<file path="src/hdl/tusa_pkg.sv">
package tusa_pkg;

  // Default table size.
  localparam int unsigned SLOT_COUNT_DEF = 16;

  // Field widths.
  localparam int unsigned TAG_W    = 16;
  localparam int unsigned OBJ_W    = 16;
  localparam int unsigned UNIT_W   = 4;
  localparam int unsigned SIDX_W   = 4;
  localparam int unsigned MASK_W   = 16;
  localparam int unsigned FUNC_W   = 3;
  localparam int unsigned STATUS_W = 3;

  // Stream widths.
  localparam int unsigned S_TDATA_W = 40;
  localparam int unsigned S_TUSER_W = 4;
  localparam int unsigned M_TDATA_W = 40;
  localparam int unsigned M_TUSER_W = 5;

  // Request function codes.
  localparam logic [FUNC_W-1:0] FUNC_BIND        = 3'd0;
  localparam logic [FUNC_W-1:0] FUNC_UNBIND_TEX  = 3'd1;
  localparam logic [FUNC_W-1:0] FUNC_UNBIND_SLOT = 3'd2;
  localparam logic [FUNC_W-1:0] FUNC_UNBIND_ALL  = 3'd3;
  localparam logic [FUNC_W-1:0] FUNC_STALE_SLOT  = 3'd4;
  localparam logic [FUNC_W-1:0] FUNC_STALE_ALL   = 3'd5;

  // Result status codes.
  localparam logic [STATUS_W-1:0] STATUS_HIT      = 3'd0;
  localparam logic [STATUS_W-1:0] STATUS_NEW      = 3'd1;
  localparam logic [STATUS_W-1:0] STATUS_FULL     = 3'd2;
  localparam logic [STATUS_W-1:0] STATUS_NOTBOUND = 3'd3;
  localparam logic [STATUS_W-1:0] STATUS_INVALID  = 3'd4;
  localparam logic [STATUS_W-1:0] STATUS_DONE     = 3'd5;

endpackage

</file>
<file path="src/hdl/texture_unit_slot_allocator.sv">
// Channel   | Direction | Handshake                    | Contents (lowest bit first)
// ----------+-----------+------------------------------+-------------------------------------
// s_axis    | in        | s_axis_tvalid/s_axis_tready  | tdata: texture_id, object_id,
//           |           |                              |   target_slot; tuser: func, kind
// m_axis    | out       | m_axis_tvalid/m_axis_tready  | tdata: unit, evicted_id,
//           |           |                              |   bind_object; tuser: status,
//           |           |                              |   evicted_valid, bind_kind
// cfg       | in        | cfg_we_i                     | cfg_wdata_i: reserved_mask
//
// Slot operations, stale and invalid handles go straight from idle to the result state.
// Bind and unbind by texture walk the tag memory one slot a cycle through a single
// comparator; a bind that misses then searches for a free slot, stepping once a cycle
// from one past the pointer.
// Reset is asynchronous and active low; it clears all marks, the pointer and the mask.
// A new request is taken only when the sequencer is idle; one finished result may wait
// in the output register while the next request is being worked on.
module texture_unit_slot_allocator #(
  parameter int unsigned SLOT_COUNT = tusa_pkg::SLOT_COUNT_DEF
) (
  input  logic                           clk_i,
  input  logic                           rst_ni,
  input  logic                           cfg_we_i,
  input  logic [tusa_pkg::MASK_W-1:0]    cfg_wdata_i,   // reserved_mask
  input  logic                           s_axis_tvalid,
  output logic                           s_axis_tready,
  // texture_id [15:0], object_id [31:16], target_slot [35:32], zero pad
  input  logic [tusa_pkg::S_TDATA_W-1:0] s_axis_tdata,
  // func [2:0], texture_kind [3]
  input  logic [tusa_pkg::S_TUSER_W-1:0] s_axis_tuser,
  output logic                           m_axis_tvalid,
  input  logic                           m_axis_tready,
  // unit [3:0], evicted_id [19:4], bind_object [35:20], zero pad
  output logic [tusa_pkg::M_TDATA_W-1:0] m_axis_tdata,
  // status [2:0], evicted_valid [3], bind_kind [4]
  output logic [tusa_pkg::M_TUSER_W-1:0] m_axis_tuser
);
  import tusa_pkg::*;

  localparam int unsigned SLOT_W = (SLOT_COUNT > 1) ? $clog2(SLOT_COUNT) : 1;
  localparam int unsigned CNT_W  = $clog2(SLOT_COUNT + 1);
  localparam logic [SLOT_W-1:0] LAST_SLOT = SLOT_W'(SLOT_COUNT - 1);
  localparam logic [CNT_W-1:0]  SLOT_CNT  = CNT_W'(SLOT_COUNT);
  localparam logic [CNT_W-1:0]  LAST_TRY  = CNT_W'(SLOT_COUNT - 1);

  typedef enum logic [2:0] {
    ST_IDLE, ST_SCAN, ST_FREE, ST_EVRD, ST_COMMIT, ST_RESP
  } state_e;

  state_e                  state_q;
  logic [MASK_W-1:0]       mask_q;
  logic [FUNC_W-1:0]       func_q;
  logic [TAG_W-1:0]        id_q;
  logic                    kind_q;
  logic [OBJ_W-1:0]        obj_q;
  logic [SLOT_COUNT-1:0]   bound_q;
  logic [SLOT_COUNT-1:0]   fresh_q;
  logic [SLOT_COUNT-1:0]   dup_q;
  logic [SLOT_W-1:0]       ptr_q;
  logic [SLOT_W-1:0]       cand_q;
  logic [SLOT_W-1:0]       cmp_idx_q;
  logic                    cmp_vld_q;
  logic [CNT_W-1:0]        issue_q;
  logic [CNT_W-1:0]        tried_q;
  logic [TAG_W-1:0]        rdata_q;
  logic [UNIT_W-1:0]       res_unit_q;
  logic [STATUS_W-1:0]     res_status_q;
  logic                    res_evv_q;
  logic [TAG_W-1:0]        res_evid_q;
  logic [OBJ_W-1:0]        res_obj_q;
  logic                    res_kind_q;
  logic                    m_valid_q;
  logic [M_TDATA_W-1:0]    m_data_q;
  logic [M_TUSER_W-1:0]    m_user_q;

  // Tag memory: one write and one registered read per cycle.
  logic [TAG_W-1:0]        tag_mem [SLOT_COUNT];

  // Unpacked request fields.
  logic [FUNC_W-1:0]       in_func;
  logic [TAG_W-1:0]        in_id;
  logic                    in_kind;
  logic [OBJ_W-1:0]        in_obj;
  logic [SIDX_W-1:0]       in_sidx;
  logic [SLOT_W-1:0]       in_slot;
  logic                    in_range;
  logic                    accept;

  logic [SLOT_COUNT-1:0]   res_vec;
  logic [SLOT_COUNT-1:0]   cand_onehot;
  logic                    tag_re;
  logic [SLOT_W-1:0]       tag_raddr;
  logic                    match;
  logic                    scan_last;
  logic                    cand_ok;
  logic [SLOT_W-1:0]       cand_next;
  logic [SLOT_W-1:0]       ptr_next;
  logic                    out_free;

  assign in_id    = s_axis_tdata[15:0];
  assign in_obj   = s_axis_tdata[31:16];
  assign in_sidx  = s_axis_tdata[35:32];
  assign in_func  = s_axis_tuser[2:0];
  assign in_kind  = s_axis_tuser[3];
  assign in_slot  = SLOT_W'(in_sidx);
  assign in_range = (32'(in_sidx) < SLOT_COUNT);

  assign s_axis_tready = (state_q == ST_IDLE);
  assign accept        = s_axis_tvalid && s_axis_tready;

  assign m_axis_tvalid = m_valid_q;
  assign m_axis_tdata  = m_data_q;
  assign m_axis_tuser  = m_user_q;
  assign out_free      = !m_valid_q || m_axis_tready;

  // Only the first MASK_W slots can be reserved.
  for (genvar gi = 0; gi < SLOT_COUNT; gi++) begin : g_res
    if (gi < MASK_W) begin : g_mask
      assign res_vec[gi] = mask_q[gi];
    end else begin : g_none
      assign res_vec[gi] = 1'b0;
    end
  end

  // Read address: scan pointer while searching, the chosen slot before commit.
  assign tag_re    = ((state_q == ST_SCAN) && (issue_q < SLOT_CNT)) || (state_q == ST_EVRD);
  assign tag_raddr = (state_q == ST_EVRD) ? cand_q : issue_q[SLOT_W-1:0];

  always_ff @(posedge clk_i) begin
    if (state_q == ST_COMMIT) begin
      tag_mem[cand_q] <= id_q;
    end
    if (tag_re) begin
      rdata_q <= tag_mem[tag_raddr];
    end
  end

  // Shared comparator and round-robin stepping.
  assign match       = cmp_vld_q && bound_q[cmp_idx_q] && (rdata_q == id_q);
  assign scan_last   = cmp_vld_q && (cmp_idx_q == LAST_SLOT);
  assign cand_ok     = !fresh_q[cand_q] && !res_vec[cand_q];
  assign cand_next   = (cand_q == LAST_SLOT) ? '0 : cand_q + 1'b1;
  assign ptr_next    = (ptr_q == LAST_SLOT) ? '0 : ptr_q + 1'b1;
  assign cand_onehot = {{(SLOT_COUNT-1){1'b0}}, 1'b1} << cand_q;

  // Sequencer, slot marks and output register.
  always_ff @(posedge clk_i or negedge rst_ni) begin
    if (!rst_ni) begin
      state_q      <= ST_IDLE;
      mask_q       <= '0;
      func_q       <= '0;
      id_q         <= '0;
      kind_q       <= 1'b0;
      obj_q        <= '0;
      bound_q      <= '0;
      fresh_q      <= '0;
      dup_q        <= '0;
      ptr_q        <= '0;
      cand_q       <= '0;
      cmp_idx_q    <= '0;
      cmp_vld_q    <= 1'b0;
      issue_q      <= '0;
      tried_q      <= '0;
      res_unit_q   <= '0;
      res_status_q <= STATUS_DONE;
      res_evv_q    <= 1'b0;
      res_evid_q   <= '0;
      res_obj_q    <= '0;
      res_kind_q   <= 1'b0;
      m_valid_q    <= 1'b0;
      m_data_q     <= '0;
      m_user_q     <= '0;
    end else begin
      if (cfg_we_i) begin
        mask_q <= cfg_wdata_i;
      end

      // The output register fills from a finished result or empties when taken.
      if ((state_q == ST_RESP) && out_free) begin
        m_valid_q <= 1'b1;
      end else if (m_valid_q && m_axis_tready) begin
        m_valid_q <= 1'b0;
      end

      unique case (state_q)
        ST_IDLE: begin
          if (accept) begin
            func_q     <= in_func;
            id_q       <= in_id;
            kind_q     <= in_kind;
            obj_q      <= in_obj;
            res_evv_q  <= 1'b0;
            res_evid_q <= '0;
            res_obj_q  <= '0;
            res_kind_q <= 1'b0;
            issue_q    <= '0;
            cmp_vld_q  <= 1'b0;
            dup_q      <= '0;
            unique case (in_func)
              FUNC_BIND, FUNC_UNBIND_TEX: begin
                res_unit_q <= '0;
                if (in_id == '0) begin
                  res_status_q <= STATUS_INVALID;
                  state_q      <= ST_RESP;
                end else begin
                  res_status_q <= STATUS_DONE;
                  state_q      <= ST_SCAN;
                end
              end
              FUNC_UNBIND_SLOT: begin
                res_unit_q <= in_sidx;
                state_q    <= ST_RESP;
                if (in_range && bound_q[in_slot]) begin
                  bound_q[in_slot] <= 1'b0;
                  fresh_q[in_slot] <= 1'b0;
                  res_status_q     <= STATUS_DONE;
                end else begin
                  res_status_q <= STATUS_NOTBOUND;
                end
              end
              FUNC_UNBIND_ALL: begin
                res_unit_q   <= '0;
                res_status_q <= STATUS_DONE;
                state_q      <= ST_RESP;
                bound_q      <= '0;
                fresh_q      <= '0;
              end
              FUNC_STALE_SLOT: begin
                res_unit_q   <= in_sidx;
                res_status_q <= STATUS_DONE;
                state_q      <= ST_RESP;
                if (in_range) begin
                  fresh_q[in_slot] <= 1'b0;
                end
              end
              FUNC_STALE_ALL: begin
                res_unit_q   <= '0;
                res_status_q <= STATUS_DONE;
                state_q      <= ST_RESP;
                fresh_q      <= '0;
              end
              default: begin
                res_unit_q   <= '0;
                res_status_q <= STATUS_DONE;
                state_q      <= ST_RESP;
              end
            endcase
          end
        end

        ST_SCAN: begin
          // Issue one tag read a cycle; compare the previous one.
          if (issue_q < SLOT_CNT) begin
            issue_q   <= issue_q + 1'b1;
            cmp_idx_q <= issue_q[SLOT_W-1:0];
            cmp_vld_q <= 1'b1;
          end else begin
            cmp_vld_q <= 1'b0;
          end
          if (cmp_vld_q) begin
            if (func_q == FUNC_BIND) begin
              if (match && !res_vec[cmp_idx_q]) begin
                fresh_q[cmp_idx_q] <= 1'b1;
                res_unit_q         <= UNIT_W'(cmp_idx_q);
                res_status_q       <= STATUS_HIT;
                state_q            <= ST_RESP;
              end else begin
                dup_q[cmp_idx_q] <= match;
                if (scan_last) begin
                  cand_q  <= ptr_next;
                  tried_q <= '0;
                  state_q <= ST_FREE;
                end
              end
            end else begin
              if (match) begin
                bound_q[cmp_idx_q] <= 1'b0;
                fresh_q[cmp_idx_q] <= 1'b0;
                res_unit_q         <= UNIT_W'(cmp_idx_q);
                state_q            <= ST_RESP;
              end else if (scan_last) begin
                res_status_q <= STATUS_NOTBOUND;
                state_q      <= ST_RESP;
              end
            end
          end
        end

        ST_FREE: begin
          // Walk from one past the pointer for a stale, unreserved slot.
          if (cand_ok) begin
            state_q <= ST_EVRD;
          end else if (tried_q == LAST_TRY) begin
            res_status_q <= STATUS_FULL;
            state_q      <= ST_RESP;
          end else begin
            cand_q  <= cand_next;
            tried_q <= tried_q + 1'b1;
          end
        end

        ST_EVRD: begin
          state_q <= ST_COMMIT;
        end

        ST_COMMIT: begin
          // Evict the occupant, drop other copies of the tag, bind here.
          res_evv_q    <= bound_q[cand_q];
          res_evid_q   <= bound_q[cand_q] ? rdata_q : '0;
          bound_q      <= (bound_q & ~dup_q) | cand_onehot;
          fresh_q      <= (fresh_q & ~dup_q) | cand_onehot;
          ptr_q        <= cand_q;
          res_unit_q   <= UNIT_W'(cand_q);
          res_status_q <= STATUS_NEW;
          res_obj_q    <= obj_q;
          res_kind_q   <= kind_q;
          state_q      <= ST_RESP;
        end

        ST_RESP: begin
          if (out_free) begin
            m_data_q  <= {4'b0, res_obj_q, res_evid_q, res_unit_q};
            m_user_q  <= {res_kind_q, res_evv_q, res_status_q};
            state_q   <= ST_IDLE;
          end
        end

        default: begin
          state_q <= ST_IDLE;
        end
      endcase
    end
  end

  // A fresh mark is only ever held by a bound slot.
  a_fresh_bound: assert property (@(posedge clk_i) disable iff (!rst_ni)
    (fresh_q & ~bound_q) == '0)
    else $error("fresh mark on an unbound slot");

  // The round-robin pointer stays inside the table.
  a_ptr_range: assert property (@(posedge clk_i) disable iff (!rst_ni)
    32'(ptr_q) < SLOT_COUNT)
    else $error("slot pointer out of range");

  // A bind never lands on a reserved or fresh slot.
  a_commit_free: assert property (@(posedge clk_i) disable iff (!rst_ni)
    (state_q == ST_COMMIT) |-> (!res_vec[cand_q] && !fresh_q[cand_q]))
    else $error("bind chose a reserved or fresh slot");

  // After a bind the chosen slot is bound and fresh.
  a_commit_marks: assert property (@(posedge clk_i) disable iff (!rst_ni)
    (state_q == ST_COMMIT) |=> (bound_q[$past(cand_q)] && fresh_q[$past(cand_q)]))
    else $error("bound slot not marked");

  // A pending result goes out as soon as the output register is empty.
  a_resp_load: assert property (@(posedge clk_i) disable iff (!rst_ni)
    (state_q == ST_RESP && !m_valid_q) |=> (m_valid_q && state_q == ST_IDLE))
    else $error("result not loaded into the output register");

endmodule

</file>
<file path="config.mk">
export PLATFORM = sky130hd
export DESIGN_NAME = texture_unit_slot_allocator
export DESIGN_NICKNAME = d
export VERILOG_FILES = /design/src/hdl/tusa_pkg.sv /design/src/hdl/texture_unit_slot_allocator.sv
export SDC_FILE = /design/constraint.sdc
export NUM_CORES = 1
export LEC_CHECK = 0
export ABC_AREA = 0
export BUFFER_PORTS_ARGS = -buffer_cell sky130_fd_sc_hd__buf_2
export CAP_MARGIN = 20
export CELL_PAD_IN_SITES_DETAIL_PLACEMENT = 1
export CELL_PAD_IN_SITES_GLOBAL_PLACEMENT = 1
export CORE_AREA = 2 2 218 220
export CTS_CLUSTER_SIZE = 12
export DETAILED_ROUTE_END_ITERATION = 8
export DIE_AREA = 0 0 220 222
export PLACE_DENSITY_LB_ADDON = 0.2
export RECOVER_POWER = 100
export SYNTH_ARGS = -nofsm -noshare
export SYNTH_HDL_FRONTEND = slang
export SYNTH_SLANG_ARGS = --single-unit
</file>
<file path="constraint.sdc">
create_clock -name clk_i -period 4.6 [get_ports clk_i]
set_clock_uncertainty 0.1 [all_clocks]
set_input_delay 0.69 -clock clk_i [delete_from_list [all_inputs] [get_ports clk_i]]
set_output_delay 0.69 -clock clk_i [all_outputs]
set_load 0.05 [all_outputs]
</file>
==> results.py <==
metrics = {
    "cts": {
        "path_clk_slew_ps": 60,
        "clock-root-buffer": "clkbuf_16",
        "cts_tree": "built",
        "postCtsSetupRepairBufs": 0,
        "htreeDepth": 2,
        "ctsHoldBuffers": 0,
        "cts.sinks": 481,
        "cts_buffer_depth": 3,
        "ctsResizeCount": 0,
        "clk_latency_ps": 600,
        "cts_made_buffers": 52,
    },
    "yosys": {
        "synth_cell_types": 73,
        "synthMuxAreaShare_pct": 14.8,
        "synth_seq_area_share_pct": 64.4,
        "synth_cells": 1441,
        "synth_area_sq_um": 20800,
        "syn_area_per_cell_sq_um": 14.4,
        "async_reset_ff_share_pct": 43.5,
        "synth_edf_count": 272,
        "ys_ff_latch": 481,
        "synth-simple-area-share_pct": 8.02,
        "ys_warn_count": 0,
        "synth_top_family_by_area": "multiplexers",
        "synth_fa_ha_area_share_pct": 0.602,
        "ys.flop_type": "edfxtp_1",
        "synth-xor-area-share_pct": 0.927,
        "synth_compound_area_share_pct": 8.72,
    },
    "global_routing": {
        "grt_antenna_before_repair": 0,
        "grt_pass1_wl_mm": 88.3,
        "grt_pass1_vias": 14100,
        "track_usage_pct": 24.4,
        "grt_max_degree": 90,
        "grt_overflow": 0,
    },
    "power": {
        "internal_power_mw": 9.77,
        "p_leak_nw": 8.81,
        "power.switching_mw": 5.19,
        "powerDensity_nw_per_um2": 634,
        "switching_share_pct": 34.7,
        "power_frac_comb_pct": 28.5,
        "power.share.clock_pct": 27.2,
        "pwr-share-seq_pct": 44.4,
        "vdd_ir_drop_max_mv": 0.466,
    },
    "cells_and_area": {
        "final_cell_mix": "edfxtp_1, dfrtp_1, nand2_1",
        "syn_to_final_growth_pct": 13.5,
        "antenna_cells": 0,
        "final_common_cell": "edfxtp_1",
        "fin_nets": 1636,
        "fill_cells": 4594,
        "layout-drive-gt1-share_pct": 22.1,
    },
    "critical_path": {
        "cp_top_family": "buffers and inverters",
        "cp.arrival_ps": 4320,
        "crit_path_start_kind": "register",
        "endpoint_kind": "register",
        "worstPathCellList": "nor2_1 > nand2_1 > buf_4 > nor2_1 > and3_1 > clkbuf_1 > nor3_1 > a21oi_1",
        "slowest_delay_ps": 1320,
        "worst-path-stages": 8,
        "crit_type": "register to register",
        "cp_max_fo": 44,
        "worstPathRequired_ps": 5020,
        "worst_path_most_repeated_cell": "nor2_1",
        "reg2reg_depth": 8,
        "worst_path_max_delay_cell": "clkbuf_1",
        "path_buf_inv": 2,
    },
    "flow_run": {
        "cap_violations": 14,
    },
    "die": {
        "start_util_pct": 45.0,
        "ios": 112,
        "die_w_microns": 220,
        "core_area_sq_um": 46300,
        "die_h_microns": 222,
        "design.die.area_sq_um": 48800,
        "num_rows": 79,
    },
    "routing": {
        "drt-total-wl_mm": 58.6,
        "drc": 0,
        "postRouteAntennaNets": 0,
        "wire_per_inst_microns": 26.5,
        "avgViaCountPerCell": 6.05,
        "drt_pass1_iterations": 7,
        "first_iter_violations": 1069,
        "vias": 13400,
    },
    "outcome": {
        "violations": "max-capacitance violations, max-slew violations",
        "status": "finished, violations left",
    },
    "sta": {
        "tns_ps": 0,
        "period_minus_slack_ps": 3900,
        "finalCritPeriodShare_pct": 84.9,
        "worst_slew_pin_slew_ps": 2430,
        "fin_ws_ps": 696,
        "slew_headroom_pct": -61.7,
        "setup_violations": 0,
        "hold_viol_final": 0,
        "drv_slew": 343,
        "max_freq_mhz": 256,
        "rsz0062_at_grt": "false",
    },
    "min_path": {
        "hold_path_depth": 2,
        "hold_path.class": "input pin to register",
    },
    "placed_design": {
        "gp_congestion": 0.845,
        "place_hpwl_mm": 37.3,
        "port_buffers": 103,
        "dp_slack_ps": 1030,
    },
}
## cells in the mapped netlist (all sizes together) (3+ instances only)
cell type	n	share of area (%)
a222oi	4	0.19
inv	20	0.36
nor3	20	0.48
mux2i	9	0.45
edfxtp	272	39
ha	10	0.60
or3	6	0.18
a22o	19	0.80
a211oi	22	0.82
mux4	80	8.7
nor2b	20	0.64
nor4b	3	0.13
mux2	104	5.6
buf	43	1.3
o31ai	7	0.25
dfrtp	207	25
nand2	116	2.1
a22oi	8	0.29
a221oi	10	0.42
o22ai	17	0.51
nor2	69	1.2
a21o	9	0.32
o21ai	96	2.3
nor3b	6	0.22
xnor2	13	0.55
o311ai	3	0.13
nand4	8	0.24
and3	13	0.39
o211ai	5	0.18
nor4	11	0.33
and2	31	0.93
clkbuf	48	0.87
nand3	19	0.46
a21oi	49	1.2
a31oi	21	0.63
nand2b	5	0.15
xor2	9	0.38
## layer usage
layer,vias up,global-route usage [%],wire length (microns)
met4,0,8.25,1880
met5,-,0,0
met1,7075,33.8,25000
met2,452,38.9,28000
li1,5737,-,-
met3,110,4.40,3670
## path summary, 6_finish.rpt
kind / from / end / slack, ps
worst max-delay path: state_q[0]$_DFFE_PN0P_ / bound_q[4]$_DFFE_PN0P_ / 700
worst min-delay path: s_axis_tuser[3] / kind_q$_DFFE_PN0P_ / 220
worst max register to register: state_q[0]$_DFFE_PN0P_ / bound_q[4]$_DFFE_PN0P_ / 700
worst min register to register: res_evv_q$_DFFE_PN0P_ / res_evv_q$_DFFE_PN0P_ / 370
max in group asynchronous: rst_ni / id_q[15]$_DFFE_PN0P_ / 1700
min in group asynchronous: rst_ni / mask_q[11]$_DFFE_PN0P_ / 740
## metrics by stage
stage	power (mW)	cell area, sq um	instances	utilization (%)	hold slack, ps
2_1_floorplan	9.49	20800	1444	-	294
3_3_place_gp	10.9	22100	2114	47.8	356
3_5_place_dp	11.1	22100	2114	47.8	366
4_1_cts	15.2	23800	2212	51.4	34.0
5_1_grt	15.7	23600	2212	51.0	199
6_report	15.0	23600	2212	51.0	221
## sequential cells by signal, summed over array words and instances, names as in the netlist, 3 cells and up
name / flops
m_axis_tuser: 5
mask_q: 16
rdata_q: 16
res_obj_q: 16
fresh_q: 16
cmp_idx_q: 4
id_q: 16
func_q: 3
res_status_q: 3
ptr_q: 4
tag_mem: 256
res_evid_q: 16
bound_q: 16
obj_q: 16
tried_q: 5
cand_q: 4
dup_q: 16
res_unit_q: 4
issue_q: 5
m_axis_tdata: 36
state_q: 3
## power groups by stage
stage | sequential (mW) | combinational, mW | clock (mW)
detailed placement | 6.71 | 4.34 | 0
global placement | 6.64 | 4.23 | 0
floorplan | 6.77 | 2.72 | 0
CTS | 6.63 | 4.37 | 4.16
finish | 6.64 | 4.26 | 4.06
global route | 6.77 | 4.59 | 4.31
## layout make-up
class                   instances  area, sq um  area share (%)
clock buffers                  86         1550            6.57
flip-flops and latches        481        13400            56.8
clock inverters                12          124           0.525
multi-input cells             852         6900            29.2
repair buffers                154          786            3.33
well taps                     607          759            3.22
inverters                      20         75.1           0.318
## cells by family after synthesis
kind of cell             Yosys count
buffers and inverters            111
AND/OR/NAND/NOR                  337
adder cells (fa/ha/maj)           10
flip-flops                       481
other                              1
AO/OA/AOI/OAI                    286
XOR/XNOR                          22
multiplexers                     193
(Power assumes the default switching activity.)
